**config.mk**
```make
export PLATFORM = sky130hd
export DESIGN_NAME = ultrasonic_echo_median_filter
export DESIGN_NICKNAME = d
export VERILOG_FILES = /design/src/sv/uef_pkg.sv /design/src/sv/uef_front.sv /design/src/sv/uef_queue.sv /design/src/sv/uef_back.sv /design/src/sv/ultrasonic_echo_median_filter.sv
export SDC_FILE = /design/constraint.sdc
export NUM_CORES = 2
export LEC_CHECK = 0
export BUFFER_PORTS_ARGS = -buffer_cell sky130_fd_sc_hd__buf_2
export CORE_ASPECT_RATIO = 2
export CORE_MARGIN = 2
export CORE_UTILIZATION = 45
export DETAILED_ROUTE_END_ITERATION = 8
export PLACE_DENSITY_LB_ADDON = 0.1
export SLEW_MARGIN = 15
export SYNTH_ARGS = -nofsm -noshare
export SYNTH_HDL_FRONTEND = slang
export SYNTH_SLANG_ARGS = --single-unit
```
**constraint.sdc**
```tcl
create_clock -name clk -period 13.6 [get_ports clk]
set_input_delay 2.72 -clock clk [delete_from_list [all_inputs] [get_ports clk]]
set_output_delay 2.72 -clock clk [all_outputs]
set_load 0.05 [all_outputs]
```
**src/sv/uef_pkg.sv**
```systemverilog
// Shared types and constants for the ultrasonic echo median filter.
// No dependencies; every other file of the block imports this package.
package uef_pkg;

	localparam int MM_W        = 16;
	localparam int TOTAL_W     = 32;
	localparam int RUN_W       = 8;
	localparam int CFG_ADDR_W  = 3;
	localparam int CFG_DATA_W  = 16;
	localparam int IN_TDATA_W  = 24;
	localparam int OUT_TDATA_W = 104;
	localparam int OUT_PAD_W   = OUT_TDATA_W - (2 * MM_W + 1 + 2 * TOTAL_W);
	localparam int IN_PAD_W    = IN_TDATA_W - (3 + MM_W);

	localparam int MEDIAN_MIN_FILL = 3;
	localparam int FAST_MIN_FILL   = 2;
	localparam logic [RUN_W-1:0] RUN_MAX = '1;

	localparam logic [CFG_ADDR_W-1:0] CFG_SCALE       = 3'd0;
	localparam logic [CFG_ADDR_W-1:0] CFG_MAX_RANGE   = 3'd1;
	localparam logic [CFG_ADDR_W-1:0] CFG_MIN_RANGE   = 3'd2;
	localparam logic [CFG_ADDR_W-1:0] CFG_FAR         = 3'd3;
	localparam logic [CFG_ADDR_W-1:0] CFG_FAST_CLOSE  = 3'd4;
	localparam logic [CFG_ADDR_W-1:0] CFG_FAULT_COUNT = 3'd5;

	typedef enum logic [1:0] {
		K_MISS,
		K_FAR,
		K_MEAS
	} kind_t;

	typedef enum logic [1:0] {
		B_IDLE,
		B_SCAN,
		B_FIN
	} bstate_t;

	typedef struct packed {
		logic [MM_W-1:0]  scale;
		logic [MM_W-1:0]  max_range;
		logic [MM_W-1:0]  min_range;
		logic [MM_W-1:0]  far;
		logic [MM_W-1:0]  fast_close;
		logic [RUN_W-1:0] fault_count;
	} cfg_t;

	typedef struct packed {
		logic            miss;
		logic [MM_W-1:0] mm;
	} entry_t;

	typedef struct packed {
		logic full;
		logic empty;
	} qstat_t;

	typedef struct packed {
		logic               got;
		logic [MM_W-1:0]    raw;
		logic [MM_W-1:0]    filt;
		logic               ok;
		logic [TOTAL_W-1:0] ping;
		logic [TOTAL_W-1:0] miss;
	} result_t;

endpackage

```
**src/sv/uef_front.sv**
```systemverilog
// Front end: takes ping outcomes, classifies them and scales the pulse width.
// Depends on uef_pkg; pushes one entry per ping into uef_queue.
module uef_front
	import uef_pkg::*;
(
	input  logic                  clk,
	input  logic                  arst_n,
	input  cfg_t                  cfg,
	input  logic                  in_valid,
	output logic                  in_ready,
	input  logic                  busy,
	input  logic                  rose,
	input  logic                  fell,
	input  logic [MM_W-1:0]       pulse,
	input  qstat_t                qstat,
	output logic                  push,
	output entry_t                push_data
);

	logic                  v_s1;
	kind_t                 kind_s1;
	logic [MM_W-1:0]       mm_s1;
	logic [2*MM_W-1:0]     prod;
	kind_t                 kind;

	assign prod = {{MM_W{1'b0}}, pulse} * {{MM_W{1'b0}}, cfg.scale};

	always_comb begin
		if (busy || (rose && !fell)) begin
			kind = K_FAR;
		end else if (rose && fell) begin
			kind = K_MEAS;
		end else begin
			kind = K_MISS;
		end
	end

	assign push     = v_s1 && !qstat.full;
	assign in_ready = !v_s1 || !qstat.full;

	always_ff @(posedge clk or negedge arst_n) begin
		if (!arst_n) begin
			v_s1 <= 1'b0;
		end else if (in_ready) begin
			v_s1 <= in_valid;
		end
	end

	always_ff @(posedge clk) begin
		if (in_valid && in_ready) begin
			kind_s1 <= kind;
			mm_s1   <= prod[2*MM_W-1:MM_W];
		end
	end

	always_comb begin
		push_data.miss = 1'b0;
		push_data.mm   = cfg.far;
		case (kind_s1)
			K_MISS: begin
				push_data.miss = 1'b1;
				push_data.mm   = '0;
			end
			K_FAR: begin
				push_data.mm = cfg.far;
			end
			K_MEAS: begin
				if (mm_s1 > cfg.max_range) begin
					push_data.mm = cfg.far;
				end else if (mm_s1 < cfg.min_range) begin
					push_data.mm = cfg.min_range;
				end else begin
					push_data.mm = mm_s1;
				end
			end
			default: begin
				push_data.mm = cfg.far;
			end
		endcase
	end

endmodule

```
**src/sv/uef_queue.sv**
```systemverilog
// Two-entry queue between the front end and the filter back end.
// Depends on uef_pkg for the entry and status types.
module uef_queue
	import uef_pkg::*;
(
	input  logic   clk,
	input  logic   arst_n,
	input  logic   push,
	input  entry_t push_data,
	input  logic   pop,
	output entry_t pop_data,
	output qstat_t qstat
);

	entry_t     mem_q [2];
	logic       wptr_q;
	logic       rptr_q;
	logic [1:0] count_q;

	assign qstat.full  = (count_q == 2'd2);
	assign qstat.empty = (count_q == 2'd0);
	assign pop_data    = mem_q[rptr_q];

	always_ff @(posedge clk or negedge arst_n) begin
		if (!arst_n) begin
			wptr_q  <= 1'b0;
			rptr_q  <= 1'b0;
			count_q <= 2'd0;
		end else begin
			if (push) begin
				wptr_q <= !wptr_q;
			end
			if (pop) begin
				rptr_q <= !rptr_q;
			end
			case ({push, pop})
				2'b10:   count_q <= count_q + 2'd1;
				2'b01:   count_q <= count_q - 2'd1;
				default: count_q <= count_q;
			endcase
		end
	end

	always_ff @(posedge clk) begin
		if (push) begin
			mem_q[wptr_q] <= push_data;
		end
	end

`ifndef SYNTHESIS
	a_no_overflow: assert property (@(posedge clk) disable iff (!arst_n)
		(count_q == 2'd2) |-> !push || pop)
		else $error("queue pushed while full");
	a_no_underflow: assert property (@(posedge clk) disable iff (!arst_n)
		(count_q == 2'd0) |-> !pop)
		else $error("queue popped while empty");
	a_count_range: assert property (@(posedge clk) disable iff (!arst_n)
		count_q != 2'd3)
		else $error("queue count out of range");
`endif

endmodule

```
**src/sv/uef_back.sv**
```systemverilog
// Back end: reading history, median by rank scan, fast close, fault tracking.
// Depends on uef_pkg; pops entries from uef_queue and drives the result register.
module uef_back
	import uef_pkg::*;
#(
	parameter int WINDOW = 5
) (
	input  logic    clk,
	input  logic    arst_n,
	input  cfg_t    cfg,
	input  entry_t  q_data,
	input  qstat_t  qstat,
	output logic    pop,
	output logic    out_valid,
	input  logic    out_ready,
	output result_t out_data
);

	localparam int IW = $clog2(WINDOW);
	localparam int FW = $clog2(WINDOW + 1);

	bstate_t            state_q;
	bstate_t            state_d;
	logic [MM_W-1:0]    ring_q [WINDOW];
	logic [IW-1:0]      wpos_q;
	logic [FW-1:0]      fill_q;
	logic [IW-1:0]      cnt_q;
	logic [MM_W-1:0]    med_q;
	logic [MM_W-1:0]    closer_q;
	logic [MM_W-1:0]    last_raw_q;
	logic [MM_W-1:0]    last_filt_q;
	logic               ok_q;
	logic [TOTAL_W-1:0] ping_q;
	logic [TOTAL_W-1:0] miss_q;
	logic [RUN_W-1:0]   run_q;
	logic               out_valid_q;
	result_t            out_q;

	logic               slot_free;
	logic               take_miss;
	logic               take_read;
	logic               few;
	logic               hit;
	logic               scan_done;
	logic               emit;
	logic [MM_W-1:0]    cand;
	logic [FW-1:0]      lt_cnt;
	logic [FW-1:0]      le_cnt;
	logic [FW-1:0]      k;
	logic [MM_W-1:0]    filt_new;
	logic [RUN_W-1:0]   run_new;

	assign slot_free = !out_valid_q || out_ready;
	assign few       = fill_q < FW'(MEDIAN_MIN_FILL);
	assign cand      = ring_q[cnt_q];
	assign k         = fill_q >> 1;

	always_comb begin
		lt_cnt = '0;
		le_cnt = '0;
		for (int j = 0; j < WINDOW; j++) begin
			if (FW'(j) < fill_q) begin
				lt_cnt = lt_cnt + FW'(ring_q[j] < cand);
				le_cnt = le_cnt + FW'(ring_q[j] <= cand);
			end
		end
	end

	assign hit = (lt_cnt <= k) && (k < le_cnt);

	always_comb begin
		state_d = state_q;
		case (state_q)
			B_IDLE: begin
				if (!qstat.empty && slot_free && !q_data.miss) begin
					state_d = B_SCAN;
				end
			end
			B_SCAN: begin
				if (few || hit) begin
					state_d = B_FIN;
				end
			end
			B_FIN: begin
				if (slot_free) begin
					state_d = B_IDLE;
				end
			end
			default: state_d = B_IDLE;
		endcase
	end

	always_comb begin
		pop       = 1'b0;
		scan_done = 1'b0;
		emit      = 1'b0;
		case (state_q)
			B_IDLE:  pop       = !qstat.empty && slot_free;
			B_SCAN:  scan_done = few || hit;
			B_FIN:   emit      = slot_free;
			default: pop       = 1'b0;
		endcase
	end

	assign take_miss = pop && q_data.miss;
	assign take_read = pop && !q_data.miss;

	assign filt_new = ((fill_q >= FW'(FAST_MIN_FILL)) &&
		({1'b0, closer_q} + {1'b0, cfg.fast_close} < {1'b0, med_q})) ? closer_q : med_q;
	assign run_new  = (run_q == RUN_MAX) ? run_q : run_q + RUN_W'(1);

	always_ff @(posedge clk or negedge arst_n) begin
		if (!arst_n) begin
			state_q     <= B_IDLE;
			wpos_q      <= '0;
			fill_q      <= '0;
			cnt_q       <= '0;
			last_raw_q  <= '0;
			last_filt_q <= '0;
			ok_q        <= 1'b0;
			ping_q      <= '0;
			miss_q      <= '0;
			run_q       <= '0;
			out_valid_q <= 1'b0;
		end else begin
			state_q <= state_d;
			if (take_read) begin
				wpos_q     <= (wpos_q == IW'(WINDOW - 1)) ? '0 : wpos_q + IW'(1);
				fill_q     <= (fill_q == FW'(WINDOW)) ? fill_q : fill_q + FW'(1);
				last_raw_q <= q_data.mm;
				cnt_q      <= '0;
			end else if (state_q == B_SCAN && !scan_done) begin
				cnt_q <= cnt_q + IW'(1);
			end
			if (take_miss) begin
				miss_q      <= miss_q + TOTAL_W'(1);
				run_q       <= run_new;
				ok_q        <= (run_new >= cfg.fault_count) ? 1'b0 : ok_q;
				out_valid_q <= 1'b1;
			end else if (emit) begin
				last_filt_q <= filt_new;
				ok_q        <= 1'b1;
				ping_q      <= ping_q + TOTAL_W'(1);
				run_q       <= '0;
				out_valid_q <= 1'b1;
			end else if (out_ready) begin
				out_valid_q <= 1'b0;
			end
		end
	end

	always_ff @(posedge clk) begin
		if (take_read) begin
			ring_q[wpos_q] <= q_data.mm;
			closer_q       <= (q_data.mm > last_raw_q) ? q_data.mm : last_raw_q;
		end
		if (scan_done) begin
			med_q <= few ? cfg.far : cand;
		end
		if (take_miss) begin
			out_q.got  <= 1'b0;
			out_q.raw  <= last_raw_q;
			out_q.filt <= last_filt_q;
			out_q.ok   <= (run_new >= cfg.fault_count) ? 1'b0 : ok_q;
			out_q.ping <= ping_q;
			out_q.miss <= miss_q + TOTAL_W'(1);
		end else if (emit) begin
			out_q.got  <= 1'b1;
			out_q.raw  <= last_raw_q;
			out_q.filt <= filt_new;
			out_q.ok   <= 1'b1;
			out_q.ping <= ping_q + TOTAL_W'(1);
			out_q.miss <= miss_q;
		end
	end

	assign out_valid = out_valid_q;
	assign out_data  = out_q;

`ifndef SYNTHESIS
	a_fill_range: assert property (@(posedge clk) disable iff (!arst_n)
		fill_q <= FW'(WINDOW))
		else $error("history fill beyond window");
	a_wpos_range: assert property (@(posedge clk) disable iff (!arst_n)
		wpos_q <= IW'(WINDOW - 1))
		else $error("write position beyond window");
	a_scan_bound: assert property (@(posedge clk) disable iff (!arst_n)
		(state_q == B_SCAN && !few) |-> (FW'(cnt_q) < fill_q))
		else $error("median scan ran past the stored readings");
	a_miss_result: assert property (@(posedge clk) disable iff (!arst_n)
		take_miss |=> out_valid_q && !out_q.got)
		else $error("miss did not load a result");
	a_read_result: assert property (@(posedge clk) disable iff (!arst_n)
		emit |=> out_valid_q && out_q.got && state_q == B_IDLE)
		else $error("reading did not load a result");
`endif

endmodule

```
**src/sv/ultrasonic_echo_median_filter.sv**
```systemverilog
// Ultrasonic echo median filter: turns finished ping outcomes into distances.
//
// Input stream s_*: one transaction per finished ping (trigger busy flag,
// rise and fall flags, pulse width in microseconds). Output stream m_*: one
// transaction per ping carrying the raw and filtered distance, the ok flag
// and both running totals; m_tuser is high when the ping gave a reading.
// Configuration: cfg_we writes cfg_wdata to register cfg_addr:
// 0 scale (Q16 mm/us), 1 max range, 2 min range, 3 far value,
// 4 fast close margin, 5 fault count (low 8 bits). Other indexes are ignored.
// Write only while no ping is in flight.
// A miss goes from the front stage register through the queue into the
// result register; a reading also passes the median scan, which tests
// one stored reading per cycle, and the finish state. The back end pops
// no new entry until it has loaded its result. A two-entry queue sits
// between the scaling front end and the back end, so up to three pings may
// be taken ahead of the output.
// Reset clears the history, counters, ok flag and output valid and loads
// the register defaults. A stalled m_tready holds the result and, once the
// queue fills, drops s_tready.
module ultrasonic_echo_median_filter
	import uef_pkg::*;
#(
	parameter int WINDOW = 5
) (
	input  logic                   clk,
	input  logic                   arst_n,
	input  logic                   s_tvalid,
	output logic                   s_tready,
	// busy_at_trigger, echo_rose, echo_fell, pulse_us[15:0], zero pad
	input  logic [IN_TDATA_W-1:0]  s_tdata,
	output logic                   m_tvalid,
	input  logic                   m_tready,
	// raw_mm, filtered_mm, sensor_ok, ping_count, miss_count, zero pad
	output logic [OUT_TDATA_W-1:0] m_tdata,
	// got_reading
	output logic                   m_tuser,
	input  logic                   cfg_we,
	input  logic [CFG_ADDR_W-1:0]  cfg_addr,
	input  logic [CFG_DATA_W-1:0]  cfg_wdata
);

	cfg_t    cfg_q;
	qstat_t  qstat;
	logic    push;
	entry_t  push_data;
	logic    pop;
	entry_t  pop_data;
	result_t res;

	always_ff @(posedge clk or negedge arst_n) begin
		if (!arst_n) begin
			cfg_q.scale       <= 16'd11240;
			cfg_q.max_range   <= 16'd4000;
			cfg_q.min_range   <= 16'd20;
			cfg_q.far         <= 16'd5000;
			cfg_q.fast_close  <= 16'd300;
			cfg_q.fault_count <= 8'd5;
		end else if (cfg_we) begin
			case (cfg_addr)
				CFG_SCALE:       cfg_q.scale       <= cfg_wdata;
				CFG_MAX_RANGE:   cfg_q.max_range   <= cfg_wdata;
				CFG_MIN_RANGE:   cfg_q.min_range   <= cfg_wdata;
				CFG_FAR:         cfg_q.far         <= cfg_wdata;
				CFG_FAST_CLOSE:  cfg_q.fast_close  <= cfg_wdata;
				CFG_FAULT_COUNT: cfg_q.fault_count <= cfg_wdata[RUN_W-1:0];
				default:         cfg_q             <= cfg_q;
			endcase
		end
	end

	uef_front u_front (
		.clk       (clk),
		.arst_n    (arst_n),
		.cfg       (cfg_q),
		.in_valid  (s_tvalid),
		.in_ready  (s_tready),
		.busy      (s_tdata[0]),
		.rose      (s_tdata[1]),
		.fell      (s_tdata[2]),
		.pulse     (s_tdata[3+MM_W-1:3]),
		.qstat     (qstat),
		.push      (push),
		.push_data (push_data)
	);

	uef_queue u_queue (
		.clk       (clk),
		.arst_n    (arst_n),
		.push      (push),
		.push_data (push_data),
		.pop       (pop),
		.pop_data  (pop_data),
		.qstat     (qstat)
	);

	uef_back #(
		.WINDOW (WINDOW)
	) u_back (
		.clk       (clk),
		.arst_n    (arst_n),
		.cfg       (cfg_q),
		.q_data    (pop_data),
		.qstat     (qstat),
		.pop       (pop),
		.out_valid (m_tvalid),
		.out_ready (m_tready),
		.out_data  (res)
	);

	assign m_tuser = res.got;
	assign m_tdata = {{OUT_PAD_W{1'b0}}, res.miss, res.ping, res.ok, res.filt, res.raw};

endmodule

```
* Word-level counts from Yosys, hierarchy flattened
Memory sizes are Yosys's and may differ from the RTL's. Cells that the tools add are included.
Operators by class: order comparisons 24, reduce and logical (&&, ||, !) cells 41, muxes and demuxes 44, eq/ne operators 17, bitwise gates (word level) 2, multipliers 1, add/sub/neg operators 17
Operators with widths (number):
- $mux 97 | 2
- $lt 16x16->1 | 6
- $le 16x16->1 | 5
- $mux 16 | 5
- $add 32x1->32 const B | 2
- $mux 3 | 11
- $gt 16x16->1 | 2
- $mul 16x16->32 | 1
- $pmux 16 s2 | 1
- $mux 8 | 3
- $add 3x1->3 | 7
- $add 16x16->17 | 1
- $lt 17x16->1 | 1
- $mux 1 | 16
- $reduce_and 2->1 | 8
- $eq 3x3->1 const B | 4
- $logic_and 1x1->1 | 11
- $add 3x1->3 const B | 3
- $logic_not 1->1 | 9
- $add 8x1->8 const B | 1
- $eq 2x2->1 const B | 4
- $eq 8x8->1 const B | 1
- $ge 8x8->1 | 1
- $mux 2 | 4
- other kinds (23) | 37
Storage, ports and cells: bits of input ports 48, output and inout bits 107, memory bits (writable) 114, logic and storage cells 179, bits in registers 358, memories 2
Memory list:
- u_back.ring_q | depth 5, width 16, read ports 6, clocked after memory_dff 0, wr ports 1, line uef_back.sv:24 | logic [MM_W-1:0] ring_q [WINDOW];
- u_queue.mem_q | depth 2, width 17, read ports 1, clocked after memory_dff 0, wr ports 1, line uef_queue.sv:15 | entry_t mem_q [2];

* Depth between registers and ports, before layout
An unclocked memory read counts as a cell.
depth in word-level cells 19, gate-level depth with buffers 34, gate-level depth less buffers 32

* Modules after synthesis
Synthesis repeated with hierarchy kept, for this count alone.
Second synthesis, totals: cell total of the unflattened synthesis 2912, area, all modules 33893.8 sq um
By module, submodules not included:
- uef_back | times used 1, sequential area each 10665.2 sq um, cells each 1522, area an instance 19113.3 sq um
- uef_front | times used 1, sequential area each 565.5 sq um, cells each 1122, area an instance 9862.0 sq um
- ultrasonic_echo_median_filter | times used 1, sequential area each 2235.9 sq um, cells each 199, area an instance 3457.1 sq um
- uef_queue | times used 1, sequential area each 1121.1 sq um, cells each 69, area an instance 1461.4 sq um

* Worst setup path after synthesis
Ideal clock, no wire load.
path kind in2reg, start in s_tdata[7], end reg u_front.mm_s1[15], data pin, path buffers 1, stages on the path 20, path slack 5284 ps, data arrival time 8054 ps, cells stage by stage clkbuf_1 nand2_1 fa_1 inv_1 fa_1 fa_1 fa_1 fa_1 inv_1 fa_1 inv_1 ha_1 a21o_1 a21o_1 a21o_1 a31oi_1 o31ai_1 and2_1 o41ai_2 xnor2_1
Between the ends: word-level cells in the longest chain between the ends 1
Ends and longest elaborated chain:
- from (decl) | line ultrasonic_echo_median_filter.sv:30 | input logic [IN_TDATA_W-1:0] s_tdata,
- $mul 16x16->32 | line uef_front.sv:26 | assign prod = {{MM_W{1'b0}}, pulse} * {{MM_W{1'b0}}, cfg.scale};
- net u_front.prod[31] | line uef_front.sv:23 | logic [2*MM_W-1:0] prod;
- to (signal assigned) | line uef_front.sv:52 | mm_s1 <= prod[2*MM_W-1:MM_W];
- to (decl) | line uef_front.sv:22 | logic [MM_W-1:0] mm_s1;
The timed path passes the listed nets, and every way through them passes these cells. A chain may end at the register's enable or synchronous reset.

* Final worst setup path
start in s_tdata[8], end reg u_front.mm_s1[15], data pin
The elaborated chain is that of the path after synthesis.

==> reports/qor.csv <==
stage,metric,value,unit
job,drv_cap,0,
clock_network,clockBufferDepth,3,
placement,dpl.hpwl,67.65,mm
setup_path,slowest_stage,fa_1,
timing,maxSlewViolCount,0,
logic_synthesis,ys_seq_area_frac,0.4401,
global_routing,grt_pass1_wl,134.0,mm
timing,period_minus_slack,8.639,ns
timing,worst_pin_slew,1.131,ns
setup_path,path_buf_inv,4,
placement,io_buffer_count,142,
logic_synthesis,synthAdderAreaFrac,0.2278,
clock_network,cts_resized,0,
logic_synthesis,dominantRegCellSynth,edfxtp_1,
logic_synthesis,synth_area,0.03314,mm2
timing,clock_skew,0.02461,ns
run_status,status,"complete, no violations",
floorplanning,std_cell_rows,140,
logic_synthesis,synth-compound-area-share,0.06780,
floorplanning,core,0.07287,mm2
clock_network,cts_buffers,48,
clock_network,clk-insertion-delay-late,0.59,ns
timing,rsz0062_at_grt,false,
logic_synthesis,synth_seq_cells,520,
setup_path,r2r_slack,5.08,ns
detailed_routing,drt_iter0_drc,1020,
global_routing,grt_util_all_layers,0.2319,
global_routing,grt_pass1_vias,23421,
layout,area_delta_synth_final,10.03,%
timing,maxSlewHeadroom,0.2452,
timing,fin_crit_sh,0.6353,
clock_network,cts_root_buf,clkbuf_16,
setup_path,critical_path_cell_count,21,
clock_network,post_cts_buffers,0,
logic_synthesis,synth_top_area_frac,0.2800,
logic_synthesis,post_synth_and_or_nand_nor_area_fraction,0.1105,
logic_synthesis,synth_area_leaders,"edfxtp_1 (28%), dfrtp_1 (14%), fa_1 (12%)",
floorplanning,start_util,0.4548,
setup_path,cp-start-kind,input port,
setup_path,rr_startpoint,u_back.cnt_q[0],
detailed_routing,antenna_left,0,
logic_synthesis,avgSynthCellArea,11.52,um2
setup_path,cp_common_cell,fa_1,
logic_synthesis,synth_edf_count,309,
setup_path,crit_fanout,16,
logic_synthesis,ys_async_sr_fraction,0.4038,
setup_path,rr_worst_depth,29,
clock_network,h-tree-depth,2,
detailed_routing,routed_via_density,5.453,
logic_synthesis,yosys_warnings,0,
detailed_routing,post_drt_wl_per_cell,21.68,um
clock_network,tritoncts,yes,
global_routing,grt_antenna_before_repair,11,
timing,fin_setup_tns,0,ns
floorplanning,io_pins,155,
layout,drive_gt1_frac,0.1423,
logic_synthesis,yosys.area.top_type,edfxtp_1,
setup_path,crit_type,in -> reg,
logic_synthesis,netlist_instances,2877,
layout,nFillCells,6564,
setup_path,path_cells,buf_2 > nand2_1 > fa_1 > inv_1 > fa_1 > inv_1 > fa_1 > fa_1 > fa_1 > inv_1 > fa_1 > ha_1 > a211oi_1 > o21ai_0 > a211oi_1 > nand3_1 > a31oi_1 > o31ai_1 > and2_1 > o41ai_2 > xnor2_1,
setup_path,reg2reg_to,u_back.med_q[10],
logic_synthesis,synth-xor-area-share,0.03673,
clock_network,clock_sinks,520,
clock_network,hold_buffers,0,
floorplanning,die_w,195.9,um
setup_path,crit_start,s_tdata[8],
layout,final_common_cell,inv_1,
timing,hold_ws,0.4450,ns
detailed_routing,via_count,21604,
timing,setup_viol_count_final,0,
placement,gp_congestion,0.8810,
setup_path,max_stage_delay,0.56,ns
floorplanning,die_y,387.8,um
worst_hold_path,min_path_type,reg -> reg,
global_routing,grt_max_degree,79,
detailed_routing,post-route-drc-count,0,
floorplanning,dieArea,0.07597,mm2
setup_path,worstPathArrival,8.96,ns
detailed_routing,first_pass_iters,5,
layout,fin_nets,3531,
setup_path,cp.required,13.92,ns
timing,finalHoldViolCount,0,
global_routing,gr-total-overflow,0,
timing,max_freq,115.7,MHz
detailed_routing,wirelength,85.88,mm
clock_network,clkTransAtPathRegs,0.07,ns
logic_synthesis,synth_mux_area_frac,0.06625,
setup_path,cp-endpoint,u_front.mm_s1[15],
layout,mostFrequentLayoutCells,"inv_1 (324), nand2_1 (310), edfxtp_1 (309), ha_1 (293), fa_1 (194)",
logic_synthesis,yosys.cell_types.count,74,
setup_path,crit_family,adder cells,
setup_path,cp-end-kind,register,
logic_synthesis,synth_top_family_by_area,adder cells,
worst reg2reg max path, delay by kind of cell (launching register included):
family          cells  cell delay [ns]
mux                 4             1.94
simple gates        2             0.27
flops               1             0.54
buf+inv             2             0.85
compound gates     14             2.55
fa+ha+maj           7             2.04
flip-flops by register name, indices dropped and copies added, names as in the netlist, 32 cells and up:
signal / count
cfg_q: 88
u_back.miss_q: 32
u_back.out_data: 98
u_back.ping_q: 32
u_back.ring_q: 128
u_queue.mem_q: 34
metrics by stage:
stage,std cells,setup slack [ns],cell area (um2),utilization
2_1_floorplan,2883,5.284,33170,-
3_3_place_gp,3869,4.316,34910,0.4791
3_5_place_dp,3869,4.252,34910,0.4791
4_1_cts,3958,4.873,36460,0.5003
5_1_grt,3962,4.633,36470,0.5004
6_report,3962,4.961,36470,0.5004
cell usage after synthesis (19+ instances only):
cell type  count
a21o_1        53
xor2_1        53
inv_1        325
nand3_1       67
nor2b_1       20
a31oi_1       37
edfxtp_1     309
nor2_1       157
a21oi_1       66
o21ai_0      104
nand2_1      311
o21a_1        26
xnor2_1       86
fa_1         194
mux4_2        32
nor3_1        19
clkbuf_1      85
and2_1        99
dfstp_2       27
dfrtp_1      183
nand4_1       35
mux2i_1       36
mux2_2        99
ha_1         293
cell type report:
type,count,area [um2],share of cell area
multi-input combinational,1930,17010,0.4664
sequential,520,14590,0.4001
clock buffer,66,1320,0.03620
inverter,326,1226,0.03363
tap,923,1155,0.03167
timing repair buffer,170,930.9,0.02553
clock inverter,23,226.5,0.006210
antenna,4,10.01,0.0002745
how the worst min path moves through the flow:
stage | startpoint | end | cells past startpoint
global placement | u_back.out_data[97] | u_back.out_data[97] | 2
floorplan | u_back.miss_q[31] | u_back.miss_q[31] | 1
CTS | u_back.last_raw_q[10] | u_back.out_data[91] | 0
global route | u_back.out_data[97] | u_back.out_data[97] | 2
finish | u_back.out_data[97] | u_back.out_data[97] | 2
detailed placement | u_back.out_data[97] | u_back.out_data[97] | 2
metal layers:
| layer | GRT usage | routed length, um | vias to the layer above |
|---|---|---|---|
| met3 | 0.02722 | 2570 | 178 |
| met1 | 0.2273 | 29030 | 10950 |
| li1 | - | - | 10057 |
| met2 | 0.4735 | 50090 | 405 |
| met5 | 0 | 73 | - |
| met4 | 0.1019 | 4119 | 14 |
kinds of logic (layout without fill, tap and decap cells):
family / count (synthesis) / count (layout)
AOI/OAI and AO/OA: 351 / 351
DFF: 520 / 520
and+or+nand+nor: 779 / 779
muxes: 167 / 167
buffers and inverters: 433 / 585
xor gates and xnor gates: 139 / 139
other: 1 / 11
adders and majority gates: 487 / 487
Power is left out: the tool's default activity adds up to more than one toggle a clock period on the data nets, which glitch-free logic cannot reach.
